<file path="src/rtl/most_frequent_substring_finder_macros.svh">
// ----------------------------------------------------------------------------
// Most frequent substring finder: assertion macros
// Shorthand for the clocked implication checks used at the top level.
// ----------------------------------------------------------------------------
`ifndef MOST_FREQUENT_SUBSTRING_FINDER_MACROS_SVH
`define MOST_FREQUENT_SUBSTRING_FINDER_MACROS_SVH

// same-cycle implication
`define MFSF_ASSERT_IMP(label, ante, cons) \
    label: assert property (@(posedge i_clk) disable iff (!i_rst_n) (ante) |-> (cons)) \
        else $error("mfsf: same-cycle check failed");

// next-cycle implication
`define MFSF_ASSERT_NXT(label, ante, cons) \
    label: assert property (@(posedge i_clk) disable iff (!i_rst_n) (ante) |=> (cons)) \
        else $error("mfsf: next-cycle check failed");

`endif

</file>
<file path="src/rtl/mfsf_pkg.sv">
// ----------------------------------------------------------------------------
// Most frequent substring finder: package
// Shared types and fixed constants for the front end, queue and search engine.
// ----------------------------------------------------------------------------
`default_nettype none

package mfsf_pkg;

    localparam int SYM_W      = 8;
    localparam int GRP_W      = 8;
    localparam int GRP_CNT_W  = 4;
    localparam int QDEPTH     = 4;
    localparam int QPW        = $clog2(QDEPTH);

    typedef logic [SYM_W-1:0] t_sym;

    // one queued transaction for the search engine
    typedef struct packed {
        logic wr;
        logic seq_end;
        logic ovf;
        t_sym sym;
    } t_cmd;

    typedef struct packed {
        logic full;
        logic empty;
    } t_q_stat;

    typedef enum logic [2:0] {
        ST_IDLE,
        ST_SETUP,
        ST_LOAD,
        ST_STEP,
        ST_DRAIN,
        ST_FINISH
    } t_srch_state;

endpackage

`default_nettype wire

</file>
<file path="src/rtl/mfsf_front.sv">
// ----------------------------------------------------------------------------
// Most frequent substring finder: front end
// Takes input transactions, tracks fill level and overflow, and queues
// store writes and end-of-sequence commands for the search engine.
// ----------------------------------------------------------------------------
`default_nettype none

module mfsf_front #(
    parameter int MAX_LEN = 64
) (
    input  wire logic                   i_clk,
    input  wire logic                   i_rst_n,
    input  wire logic                   i_in_valid,
    output logic                        o_in_stall,
    input  wire logic [7:0]             i_symbol,
    input  wire logic                   i_last_symbol,
    input  wire mfsf_pkg::t_q_stat      i_q_stat,
    output logic                        o_push,
    output mfsf_pkg::t_cmd              o_cmd
);
    import mfsf_pkg::*;

    localparam int CW = $clog2(MAX_LEN + 1);

    logic [CW-1:0] r_fill;
    logic          r_ovf;
    logic          w_acc;
    logic          w_room;

    assign o_in_stall = i_q_stat.full;
    assign w_acc      = i_in_valid && !i_q_stat.full;
    assign w_room     = (r_fill != CW'(MAX_LEN));

    assign o_cmd.wr      = w_room;
    assign o_cmd.seq_end = i_last_symbol;
    assign o_cmd.ovf     = r_ovf || !w_room;
    assign o_cmd.sym     = i_symbol;

    // dropped symbols that do not end the sequence need no command
    assign o_push = w_acc && (w_room || i_last_symbol);

    always_ff @(posedge i_clk) begin
        if (!i_rst_n) begin
            r_fill <= '0;
            r_ovf  <= 1'b0;
        end else if (w_acc) begin
            if (i_last_symbol) begin
                r_fill <= '0;
                r_ovf  <= 1'b0;
            end else if (w_room) begin
                r_fill <= r_fill + CW'(1);
            end else begin
                r_ovf  <= 1'b1;
            end
        end
    end

endmodule

`default_nettype wire

</file>
<file path="src/rtl/mfsf_fifo.sv">
// ----------------------------------------------------------------------------
// Most frequent substring finder: command queue
// Short FIFO decoupling the front end from the search engine.
// ----------------------------------------------------------------------------
`default_nettype none

module mfsf_fifo (
    input  wire logic               i_clk,
    input  wire logic               i_rst_n,
    input  wire logic               i_push,
    input  wire mfsf_pkg::t_cmd     i_cmd,
    input  wire logic               i_pop,
    output mfsf_pkg::t_cmd          o_head,
    output mfsf_pkg::t_q_stat       o_q_stat
);
    import mfsf_pkg::*;

    t_cmd           r_mem [QDEPTH];
    logic [QPW-1:0] r_wp;
    logic [QPW-1:0] r_rp;
    logic [QPW:0]   r_cnt;

    assign o_head         = r_mem[r_rp];
    assign o_q_stat.full  = (r_cnt == (QPW + 1)'(QDEPTH));
    assign o_q_stat.empty = (r_cnt == '0);

    always_ff @(posedge i_clk) begin
        if (!i_rst_n) begin
            r_wp  <= '0;
            r_rp  <= '0;
            r_cnt <= '0;
        end else begin
            if (i_push) begin
                r_wp <= r_wp + QPW'(1);
            end
            if (i_pop) begin
                r_rp <= r_rp + QPW'(1);
            end
            if (i_push && !i_pop) begin
                r_cnt <= r_cnt + (QPW + 1)'(1);
            end else if (!i_push && i_pop) begin
                r_cnt <= r_cnt - (QPW + 1)'(1);
            end
        end
    end

    always_ff @(posedge i_clk) begin
        if (i_push) begin
            r_mem[r_wp] <= i_cmd;
        end
    end

endmodule

`default_nettype wire

</file>
<file path="src/rtl/mfsf_search.sv">
// ----------------------------------------------------------------------------
// Most frequent substring finder: search engine
// Holds the symbol store and walks every start/length pair, one per cycle
// in the step state, with a parallel match vector and a registered popcount
// tree. Pass one finds the maximum count, pass two applies the length rule.
// ----------------------------------------------------------------------------
`default_nettype none

module mfsf_search #(
    parameter int MAX_LEN = 64
) (
    input  wire logic                   i_clk,
    input  wire logic                   i_rst_n,
    input  wire mfsf_pkg::t_cmd         i_head,
    input  wire mfsf_pkg::t_q_stat      i_q_stat,
    output logic                        o_pop,
    input  wire logic                   i_out_stall,
    output logic                        o_out_valid,
    output logic [$clog2(MAX_LEN+1)-1:0] o_best_count,
    output logic [((MAX_LEN > 1) ? $clog2(MAX_LEN) : 1)-1:0] o_best_start,
    output logic [$clog2(MAX_LEN+1)-1:0] o_best_length,
    output logic                        o_overflowed
);
    import mfsf_pkg::*;

    localparam int IW   = (MAX_LEN > 1) ? $clog2(MAX_LEN) : 1;
    localparam int CW   = $clog2(MAX_LEN + 1);
    localparam int CW1  = CW + 1;
    localparam int NG   = (MAX_LEN + GRP_W - 1) / GRP_W;
    localparam int PADW = NG * GRP_W;

    t_srch_state r_state;
    t_srch_state n_state;

    logic [MAX_LEN-1:0][SYM_W-1:0] r_mem;
    logic [MAX_LEN-1:0][SYM_W-1:0] r_u;
    logic [MAX_LEN-1:0][SYM_W-1:0] r_w;
    logic [MAX_LEN-1:0][SYM_W-1:0] r_x;

    logic [CW-1:0]      r_n;
    logic               r_seq_ovf;
    logic               r_pass;
    logic [IW-1:0]      r_s;
    logic [CW-1:0]      r_len;

    logic [MAX_LEN-1:0] r_lim;
    logic [MAX_LEN-1:0] r_m;
    logic               r_m_vld;
    logic [IW-1:0]      r_m_s;
    logic [CW-1:0]      r_m_len;

    logic [NG-1:0][GRP_CNT_W-1:0] r_grp;
    logic               r_b_vld;
    logic [IW-1:0]      r_b_s;
    logic [CW-1:0]      r_b_len;

    logic [CW-1:0]      r_max;
    logic [IW-1:0]      r_pick_s;
    logic [CW-1:0]      r_pick_len;
    logic [IW-1:0]      r_fl_s;
    logic [CW-1:0]      r_fl_len;

    logic               r_out_vld;
    logic [CW-1:0]      r_out_count;
    logic [IW-1:0]      r_out_start;
    logic [CW-1:0]      r_out_len;
    logic               r_out_ovf;

    logic [MAX_LEN-1:0] w_eq;
    logic [PADW-1:0]    w_m_pad;
    logic [NG-1:0][GRP_CNT_W-1:0] w_grp;
    logic [CW-1:0]      w_cnt;
    logic               w_last_len;
    logic               w_last_s;
    logic               w_out_free;
    logic               w_drained;

    assign w_m_pad    = PADW'(r_m);
    assign w_last_len = ((CW1'(r_s) + CW1'(r_len)) == CW1'(r_n));
    assign w_last_s   = ((CW'(r_s) + CW'(1)) == r_n);
    assign w_out_free = !r_out_vld || !i_out_stall;
    assign w_drained  = !r_m_vld && !r_b_vld;

    always_comb begin
        for (int q = 0; q < MAX_LEN; q++) begin
            w_eq[q] = (r_w[q] == r_x[0]);
        end
    end

    always_comb begin
        for (int g = 0; g < NG; g++) begin
            w_grp[g] = '0;
            for (int b = 0; b < GRP_W; b++) begin
                w_grp[g] = w_grp[g] + GRP_CNT_W'(w_m_pad[g*GRP_W + b]);
            end
        end
    end

    always_comb begin
        w_cnt = '0;
        for (int g = 0; g < NG; g++) begin
            w_cnt = w_cnt + CW'(r_grp[g]);
        end
    end

    always_comb begin
        n_state = r_state;
        o_pop   = 1'b0;
        case (r_state)
            ST_IDLE: begin
                if (!i_q_stat.empty) begin
                    o_pop = 1'b1;
                    if (i_head.seq_end) begin
                        n_state = ST_SETUP;
                    end
                end
            end
            ST_SETUP: begin
                n_state = ST_LOAD;
            end
            ST_LOAD: begin
                n_state = ST_STEP;
            end
            ST_STEP: begin
                if (w_last_len && w_last_s) begin
                    n_state = ST_DRAIN;
                end else if (w_last_len) begin
                    n_state = ST_LOAD;
                end
            end
            ST_DRAIN: begin
                if (w_drained) begin
                    n_state = r_pass ? ST_FINISH : ST_SETUP;
                end
            end
            ST_FINISH: begin
                if (w_out_free) begin
                    n_state = ST_IDLE;
                end
            end
            default: begin
                n_state = ST_IDLE;
            end
        endcase
    end

    always_ff @(posedge i_clk) begin
        if (!i_rst_n) begin
            r_state   <= ST_IDLE;
            r_n       <= '0;
            r_pass    <= 1'b0;
            r_m_vld   <= 1'b0;
            r_b_vld   <= 1'b0;
            r_out_vld <= 1'b0;
        end else begin
            r_state <= n_state;
            r_m_vld <= (r_state == ST_STEP);
            r_b_vld <= r_m_vld;
            if (o_pop && i_head.wr) begin
                r_n <= r_n + CW'(1);
            end
            if (o_pop && i_head.seq_end) begin
                r_pass <= 1'b0;
            end
            if ((r_state == ST_DRAIN) && w_drained) begin
                r_pass <= 1'b1;
            end
            if ((r_state == ST_FINISH) && w_out_free) begin
                r_n       <= '0;
                r_out_vld <= 1'b1;
            end else if (!i_out_stall) begin
                r_out_vld <= 1'b0;
            end
        end
    end

    always_ff @(posedge i_clk) begin
        if (o_pop && i_head.wr) begin
            r_mem[r_n[IW-1:0]] <= i_head.sym;
        end
        if (o_pop && i_head.seq_end) begin
            r_seq_ovf  <= i_head.ovf;
            r_max      <= '0;
            r_pick_s   <= '0;
            r_pick_len <= '0;
        end
        case (r_state)
            ST_SETUP: begin
                r_u <= r_mem;
                r_s <= '0;
            end
            ST_LOAD: begin
                r_w   <= r_mem;
                r_x   <= r_u;
                r_u   <= r_u >> SYM_W;
                r_len <= CW'(1);
                r_m   <= '1;
                for (int q = 0; q < MAX_LEN; q++) begin
                    r_lim[q] <= (CW'(q) < r_n);
                end
            end
            ST_STEP: begin
                r_m     <= r_m & w_eq & r_lim;
                r_m_s   <= r_s;
                r_m_len <= r_len;
                r_w     <= r_w >> SYM_W;
                r_x     <= r_x >> SYM_W;
                r_lim   <= r_lim >> 1;
                r_len   <= r_len + CW'(1);
                if (w_last_len) begin
                    r_s <= r_s + IW'(1);
                end
            end
            ST_DRAIN: begin
                if (w_drained && !r_pass) begin
                    r_fl_s   <= r_pick_s;
                    r_fl_len <= r_pick_len;
                end
            end
            ST_FINISH: begin
                if (w_out_free) begin
                    r_out_count <= r_max;
                    r_out_start <= r_fl_s;
                    r_out_len   <= r_fl_len;
                    r_out_ovf   <= r_seq_ovf;
                end
            end
            default: begin
            end
        endcase

        r_grp   <= w_grp;
        r_b_s   <= r_m_s;
        r_b_len <= r_m_len;

        if (r_b_vld) begin
            if (!r_pass) begin
                if (w_cnt >= r_max) begin
                    r_max      <= w_cnt;
                    r_pick_s   <= r_b_s;
                    r_pick_len <= r_b_len;
                end
            end else if ((r_b_len > r_fl_len) && (w_cnt == r_max)) begin
                r_fl_s   <= r_b_s;
                r_fl_len <= r_b_len;
            end
        end
    end

    assign o_out_valid   = r_out_vld;
    assign o_best_count  = r_out_count;
    assign o_best_start  = r_out_start;
    assign o_best_length = r_out_len;
    assign o_overflowed  = r_out_ovf;

endmodule

`default_nettype wire

</file>
<file path="src/rtl/most_frequent_substring_finder.sv">
// ----------------------------------------------------------------------------
// Most frequent substring finder
// Loads a byte sequence and reports the substring with the most overlapping
// occurrences, preferring the longest.
// ----------------------------------------------------------------------------
// Symbols are taken one per cycle while the command queue has room and are
// written into the store as they come; up to MAX_LEN symbols are kept and
// later ones are dropped and flagged. The transaction marked last starts the
// search, which steps through one start/length pair per cycle in its step
// state over two passes. Input transactions keep queuing during the search
// until the four-entry queue fills; the store itself is busy for the whole
// search.
// ----------------------------------------------------------------------------
`default_nettype none

`include "most_frequent_substring_finder_macros.svh"

module most_frequent_substring_finder #(
    parameter int MAX_LEN = 64
) (
    input  wire logic                   i_clk,
    input  wire logic                   i_rst_n,
    input  wire logic                   i_in_valid,
    output logic                        o_in_stall,
    input  wire logic [7:0]             i_symbol,
    input  wire logic                   i_last_symbol,
    output logic                        o_out_valid,
    input  wire logic                   i_out_stall,
    output logic [$clog2(MAX_LEN+1)-1:0] o_best_count,
    output logic [((MAX_LEN > 1) ? $clog2(MAX_LEN) : 1)-1:0] o_best_start,
    output logic [$clog2(MAX_LEN+1)-1:0] o_best_length,
    output logic                        o_overflowed
);
    import mfsf_pkg::*;

    logic    w_push;
    logic    w_pop;
    t_cmd    w_cmd;
    t_cmd    w_head;
    t_q_stat w_q_stat;

    mfsf_front #(
        .MAX_LEN (MAX_LEN)
    ) u_front (
        .i_clk         (i_clk),
        .i_rst_n       (i_rst_n),
        .i_in_valid    (i_in_valid),
        .o_in_stall    (o_in_stall),
        .i_symbol      (i_symbol),
        .i_last_symbol (i_last_symbol),
        .i_q_stat      (w_q_stat),
        .o_push        (w_push),
        .o_cmd         (w_cmd)
    );

    mfsf_fifo u_fifo (
        .i_clk    (i_clk),
        .i_rst_n  (i_rst_n),
        .i_push   (w_push),
        .i_cmd    (w_cmd),
        .i_pop    (w_pop),
        .o_head   (w_head),
        .o_q_stat (w_q_stat)
    );

    mfsf_search #(
        .MAX_LEN (MAX_LEN)
    ) u_search (
        .i_clk         (i_clk),
        .i_rst_n       (i_rst_n),
        .i_head        (w_head),
        .i_q_stat      (w_q_stat),
        .o_pop         (w_pop),
        .i_out_stall   (i_out_stall),
        .o_out_valid   (o_out_valid),
        .o_best_count  (o_best_count),
        .o_best_start  (o_best_start),
        .o_best_length (o_best_length),
        .o_overflowed  (o_overflowed)
    );

    `MFSF_ASSERT_IMP(a_push_not_full, w_push, !w_q_stat.full)
    `MFSF_ASSERT_IMP(a_pop_not_empty, w_pop, !w_q_stat.empty)
    `MFSF_ASSERT_NXT(a_search_holds_queue, w_pop && w_head.seq_end, !w_pop)
    `MFSF_ASSERT_IMP(a_result_nonzero, o_out_valid, (o_best_count != '0) && (o_best_length != '0))

endmodule

`default_nettype wire

</file>
<file path="config.mk">
export PLATFORM = sky130hd
export DESIGN_NAME = most_frequent_substring_finder
export DESIGN_NICKNAME = d
export VERILOG_FILES = /design/src/rtl/mfsf_pkg.sv /design/src/rtl/mfsf_front.sv /design/src/rtl/mfsf_fifo.sv /design/src/rtl/mfsf_search.sv /design/src/rtl/most_frequent_substring_finder.sv
export VERILOG_INCLUDE_DIRS = /design/src /design/src/rtl
export SDC_FILE = /design/constraint.sdc
export NUM_CORES = 2
export LEC_CHECK = 0
export BUFFER_PORTS_ARGS = -buffer_cell sky130_fd_sc_hd__buf_2
export CORE_ASPECT_RATIO = 1.1
export CORE_UTILIZATION = 65
export CTS_CLUSTER_SIZE = 30
export DETAILED_ROUTE_END_ITERATION = 10
export PLACE_DENSITY = 0.9
export SYNTH_ARGS = -nofsm -noshare
export SYNTH_HDL_FRONTEND = slang
export SYNTH_SLANG_ARGS = --single-unit
</file>
<file path="constraint.sdc">
create_clock -name i_clk -period 128.5 [get_ports i_clk]
set_input_delay 0 -clock i_clk [delete_from_list [all_inputs] [get_ports i_clk]]
set_output_delay 0 -clock i_clk [all_outputs]
set_load 0.005 [all_outputs]
</file>
After elaboration in Yosys (flattened, before gate mapping):

Memories as Yosys holds them, arrays and structs flattened. A register that Yosys moved wholly into a read port is not among the register bits.
Cells that the tools add are included.

* register bits after elaboration: 2331
* bits in writable memories: 44
* output and inout bits: 23
* memories kept: 1

* add/sub/neg operators: 73
* $lt $le $gt $ge: 68
* equal/unequal tests: 82
* multiplexer cells: 57
* bitwise operators: 3
* reduce and logical (&&, ||, !) cells: 39

Memory list
* u_fifo.r_mem: words 4, width 11, rd ports 1, clocked after Yosys merged registers in 1, write ports 1, RTL line mfsf_fifo.sv:18 `t_cmd r_mem [QDEPTH];`

Operator list (number)
* 512-bit one-hot mux with 2 select lines: 3
* 512-bit bitwise mux: 1
* 8-bit == test: 64
* 64-bit one-hot mux with 2 select lines: 2
* 6-bit by 7-bit < comparator with 1-bit output (first input constant): 32
* 4-bit by 1-bit adder with 4-bit output: 48
* 64-bit bitwise AND: 2
* 5-bit by 7-bit < comparator with 1-bit output (first input constant): 16
* 7-bit 2-to-1 mux: 15
* 6-bit 2-to-1 mux: 10
* 4-bit by 7-bit < comparator with 1-bit output (first input constant): 8
* 8-bit demux with 6-bit select: 1
* 7-bit by 4-bit adder with 7-bit output: 6
* 3-bit by 7-bit < comparator with 1-bit output (first input constant): 4
* 3-bit 2-to-1 mux: 9
* 7-bit by 1-bit adder with 7-bit output (second input constant): 3
* 3-bit one-hot mux with 6 select lines: 1
* 1-bit by 1-bit adder with 2-bit output: 8
* 7-bit == test: 2
* 1-bit by 7-bit < comparator with 1-bit output (first input constant): 2
* 2-bit by 7-bit < comparator with 1-bit output (first input constant): 2
* 7-bit one-hot mux with 2 select lines: 1
* 1-bit logical AND: 13
* 6-bit one-hot mux with 2 select lines: 1
* other kinds (30): 68

Logic depth before layout (Yosys ltp):

* word-level depth: 12
* depth in mapped cells: 23

Cells and area by module:

Synthesis repeated with hierarchy kept, for this count alone.

* cell total of the unflattened synthesis: 7983
* area total of the unflattened synthesis: 101423.5 sq um

Modules (own cells, without submodules)
* mfsf_search: instances 1, cells each 7815, area each 98829.8 sq um, sequential area each 68625.8 sq um
* mfsf_fifo: instances 1, cells each 100, area each 2034.5 sq um, sequential area each 1501.4 sq um
* mfsf_front: instances 1, cells each 68, area each 559.3 sq um, sequential area each 160.2 sq um

Worst setup path after synthesis:

OpenSTA, ideal clock, no wires.

* kind: register to register
* start: reg u_search.r_state[1]
* end: reg u_search.r_lim[45] (data pin)
* setup time: 254 ps
* arrival: 56198 ps
* required time: 128246 ps
* setup slack: 72049 ps
* cell stages (with the launch flop): 8
* buffers on the path: 1
* path through: dfxtp_1 -> inv_1 -> nor2_1 -> nand2_1 -> o21ai_1 -> buf_2 -> a21oi_1 -> a21o_1

* word-level cells in the longest chain between the ends: 2

RTL lines
* start, declared: RTL line mfsf_search.sv:32 `t_srch_state r_state;`
* start signal, assigned: RTL line mfsf_search.sv:156 `r_state <= n_state;`
* 3-bit by 2-bit == test with 1-bit output: RTL line mfsf_search.sv:187 `case (r_state)`
* 64-bit one-hot mux with 2 select lines *: RTL line mfsf_search.sv:187
* end signal, assigned by index: RTL line mfsf_search.sv:199 `r_lim[q] <= (CW'(q) < r_n);`
* end signal, assigned: RTL line mfsf_search.sv:208 `r_lim <= r_lim >> 1;`
* end, declared: RTL line mfsf_search.sv:46 `logic [MAX_LEN-1:0] r_lim;`

Every way passes the cells marked *; elsewhere a longest branch is shown, timed or not.
A chain may end at the register's enable or synchronous reset.

Final worst setup path:

* start: reg u_search.r_grp[4] (netlist bit)
* end: reg u_search.r_max[4]

* word-level cells in the longest chain between the ends: 11

RTL lines
* start, declared: RTL line mfsf_search.sv:52 `logic [NG-1:0][GRP_CNT_W-1:0] r_grp;`
* start signal, assigned: RTL line mfsf_search.sv:232 `r_grp <= w_grp;`
* 4-bit by 4-bit adder with 5-bit output *: RTL line mfsf_search.sv:102 `w_cnt = w_cnt + CW'(r_grp[g]);`
* 7-bit by 4-bit adder with 7-bit output * (6 in series): RTL line mfsf_search.sv:102
* 7-bit greater-or-equal comparator: RTL line mfsf_search.sv:238 `if (w_cnt >= r_max) begin`
* 7-bit 2-to-1 mux *: RTL line mfsf_search.sv:238
* 7-bit 2-to-1 mux *: RTL line mfsf_search.sv:237 `if (!r_pass) begin`
* 7-bit 2-to-1 mux *: RTL line mfsf_search.sv:236 `if (r_b_vld) begin`
* end signal, assigned: RTL line mfsf_search.sv:239 `r_max <= w_cnt;`
* end, declared: RTL line mfsf_search.sv:57 `logic [CW-1:0] r_max;`

Marked as above.

==> metrics.cfg <==
[place]
total_placed_instance_area_um2=103000
post-place-ws_ps=121960
dpl.cell_count=9734
placed_wire_length_estimate_mm=143
placement.io_buffers=35
routabilityCongestion=0.923

[global_route]
grt_antenna_before_repair=14
grt_overflow_total=0
grt_first_pass_wirelength_mm=384
via_count_of_the_first_global_routing_pass=66000
global_route.usage.total=0.322
grt_max_degree=245

[timing]
final.period_utilization=0.0531
max_clock_freq_mhz=147
timing_hold_violations_final=0
setup_tns_ps=0
finalWorstPathRequiredPeriod_ps=6820
setup_violations=0
rsz0062_at_grt=no
finalWorstSetupSlack_ps=121680
maxSlewViolCount=0
fin_clk_skew_ps=36.3
maxSlewHeadroom=0.145
tightest_slew_ps=1280

[power_and_ir_drop]
internal-power_mw=1.86
share_seq_of_total_power=0.459
net-switching-power_mw=1.03
max-vdd-ir-drop_mv=0.0715
power_frac_comb=0.314
power_leakage_nw=41.2
clockPowerShare=0.227
power-per-cell-area_nw_per_um2=26.2
power.switching_fraction=0.355

[final_layout]
layoutNonFillerInstCount=10200
fin_area_um2=111000
layout-drive-gt1-share=0.121
layout-area-overhead-vs-synth_pct=8.45
finalNetCount=8034
utilization=0.709

[clock_network]
cts-root-buf=clkbuf_16
clk-insertion-delay-late_ps=860
number_of_sinks_handled_by_clock_tree_synthesis=2377
cts_tree=done
postCtsSetupBuffers=0
clk_pin_slew_worst_paths_ps=70
cts_made_buffers=220
clock_tree.htree_level_count=4
cts-root-to-sink-buffers=3

[route]
ant_nets_after_route=0
dr.pass1.iters=8
first_iter_violations=8888
dr_total_vias=64600
routed_via_density=6.35
drc=0
totalWireLength_mm=256
wire_per_inst_um=25.1

[worst_setup_path]
cell_at_the_slowest_stage_of_the_critical_path=o31a_1
crit_path_cell_chain=ha_1, inv_1, fa_1, xnor2_1, fa_1, inv_1, fa_1, fa_1, fa_1, inv_1, ha_1, a21o_1, a21oi_1, o21bai_1, a21oi_1, xnor2_1, ha_1, nor2_1, nor3b_1, o31a_1, mux2_2
timing.critical_path.to_type=register
crit_path_largest_cell_delay_ps=1010
critical_path_arrival_ps=7530
worst_ep_required_time_ps=129210
worstSetupStartpointType=register
timing_worst_setup_path_type=register to register
path_common_cell=fa_1
worstPathMaxFanout=20

[run]
max_cap_violations=0

[die]
io_pins=36
effective_utilization_at_floorplan=0.654
placementRows=152
core_um2=156000
design.die.area_um2=158000
fp.dieW_um=379
chipHeight_um=417

[logic_synthesis]
synth_edf_count=2268
asyncSetResetFlopFracSynth=0
synthesis.area_um2=102000
most_instantiated_flip_flop_cell_in_the_synthesis_netlist=edfxtp_1
yosysWarnings=0
avgSynthCellArea_um2=12.9
synth-seq-cells=2377
syn-instance-count=7925
yosysSeqAreaShare=0.690
yosys.cell_types.count=63
synth.net_count=8060

[hold_path]
min-delay-path-class=input pin to register

[status]
status=completed

critical path: cells and delay by family, from the launching register on:
| family | cells | cell delay, ps |
|---|---|---|
| xor+xnor | 2 | 290 |
| fa+ha+maj | 8 | 3340 |
| flops | 1 | 350 |
| mux | 1 | 430 |
| simple gates | 2 | 250 |
| compound gates | 5 | 1800 |
| buf+inv | 3 | 230 |
registers in the layout, indices dropped and copies added, names as in the netlist, 6 cells and up, named ones only:
name / count
u_search.r_u: 512
u_search.r_b_s: 6
u_search.o_best_start: 6
u_front.r_fill: 7
u_search.o_best_count: 7
u_search.o_best_length: 7
u_search.r_m: 64
u_search.r_m_len: 7
u_search.r_fl_s: 6
u_search.r_m_s: 6
u_search.r_grp: 32
u_fifo.r_mem: 44
u_search.r_lim: 64
u_search.r_s: 6
u_search.r_w: 512
u_search.r_max: 7
u_search.r_b_len: 7
u_search.r_x: 512
u_search.r_pick_len: 7
u_search.r_pick_s: 6
u_search.r_mem: 512
u_search.r_fl_len: 7
u_search.r_len: 7
u_search.r_n: 7
routing by layer:
metal / track usage / wire (um)
met1: 0.384 / 84000
met2: 0.535 / 127000
met3: 0.0741 / 28100
met4: 0.190 / 16400
met5: 0 / 109
Yosys cell counts, types with 41 or more instances:
master	count	share of area
mux2_2	508	0.056
nor2b_1	41	0.0025
nand3_1	63	0.0031
buf_4	93	0.0069
edfxtp_1	2268	0.67
o21ai_0	62	0.0030
xnor2_1	233	0.020
dfxtp_1	109	0.021
inv_1	159	0.0059
nand4_1	70	0.0043
fa_1	53	0.010
nor4_1	68	0.0042
a21oi_1	46	0.0023
buf_2	182	0.0089
mux2i_1	44	0.0043
nor2_1	131	0.0048
nand2_1	3111	0.11
xor2_1	332	0.029
ha_1	69	0.0085
buf_6	41	0.0045
clkbuf_1	56	0.0021
worst paths after layout:
kind         cells after the start  slack [ps]                              to                         from
max                             21      121680       u_search.r_max[4]$_DFF_P_    u_search.r_grp[4]$_DFF_P_
min                              4         100  u_front.r_fill[1]$_SDFFE_PN0P_                i_last_symbol
max reg2reg                     21      121680       u_search.r_max[4]$_DFF_P_    u_search.r_grp[4]$_DFF_P_
min reg2reg                      0         340       u_search.r_b_s[3]$_DFF_P_  u_search.r_m_s[3]$_DFFE_PP_
timing repair:
| item | CTS | global route |
|---|---|---|
| hold buffers | 22 | 0 |
| hold endpoints to repair | 88 | 0 |
| resized for setup | 0 | 0 |
metrics by stage:
stage | hold WS, ps | power (mW)
after global routing | 80.5 | 3.00
after global placement | 213 | 2.13
after detailed placement | 224 | 2.19
after CTS | 13.7 | 2.86
final | 101 | 2.89
after floorplan | 98.9 | 2.08
cells by family after synthesis:
group                      count (synthesis)  share of synthesized area
AOI/OAI and AO/OA                        216                     0.0138
xor gates and xnor gates                 565                     0.0486
adders and majority gates                122                     0.0189
buffers and inverters                    547                     0.0288
DFF                                     2377                      0.690
muxes                                    563                     0.0629
and+or+nand+nor                         3535                      0.137
layout make-up:
cell class / count / area [um2]
fillers: 8572 / 45300
multi-input cells: 5001 / 28700
inverters: 162 / 623
well taps: 2079 / 2600
clock buffers: 274 / 5840
repair buffers: 137 / 1080
clock inverters: 138 / 1300
diodes: 11 / 27.5
flip-flops and latches: 2377 / 70300
power by group through the flow:
| stage | Clock [mW] | Combinational [mW] | Sequential [mW] |
|---|---|---|---|
| 2_1_floorplan | 0 | 0.607 | 1.47 |
| 3_3_place_gp | 0 | 0.819 | 1.31 |
| 3_5_place_dp | 0 | 0.859 | 1.33 |
| 4_1_cts | 0.654 | 0.883 | 1.32 |
| 5_1_grt | 0.682 | 0.973 | 1.34 |
| 6_report | 0.655 | 0.908 | 1.33 |
cell usage in the layout (no fill, tap or decap), types with 6 or more instances in the layout:
master | synthesis | layout
diode_2 | 0 | 11
o311ai_0 | 8 | 8
buf_12 | 0 | 7
a21o_1 | 15 | 15
dfxtp_1 | 109 | 109
o21a_1 | 9 | 9
inv_1 | 159 | 158
ha_1 | 69 | 69
buf_2 | 182 | 35
o211ai_1 | 6 | 6
nand3_1 | 63 | 62
xnor2_1 | 233 | 233
a31oi_1 | 7 | 7
mux4_4 | 0 | 8
a21oi_1 | 46 | 44
clkbuf_1 | 56 | 46
a22o_1 | 19 | 19
nor4_1 | 68 | 68
nor2b_1 | 41 | 41
mux2i_1 | 44 | 44
nand2_1 | 3111 | 3110
nand4_1 | 70 | 70
bufinv_16 | 0 | 21
and2_1 | 16 | 16
xor2_1 | 332 | 332
buf_4 | 93 | 73
clkinv_2 | 0 | 53
mux2_2 | 508 | 508
fa_1 | 53 | 53
o41ai_1 | 19 | 19
edfxtp_1 | 2268 | 2268
clkbuf_16 | 0 | 225
o21ai_0 | 62 | 62
dlygate4sd3_1 | 0 | 22
nor2_1 | 131 | 129
clkinv_1 | 0 | 43
clkinvlp_4 | 0 | 6
No activity file was read; power rests on OpenSTA's default activity.
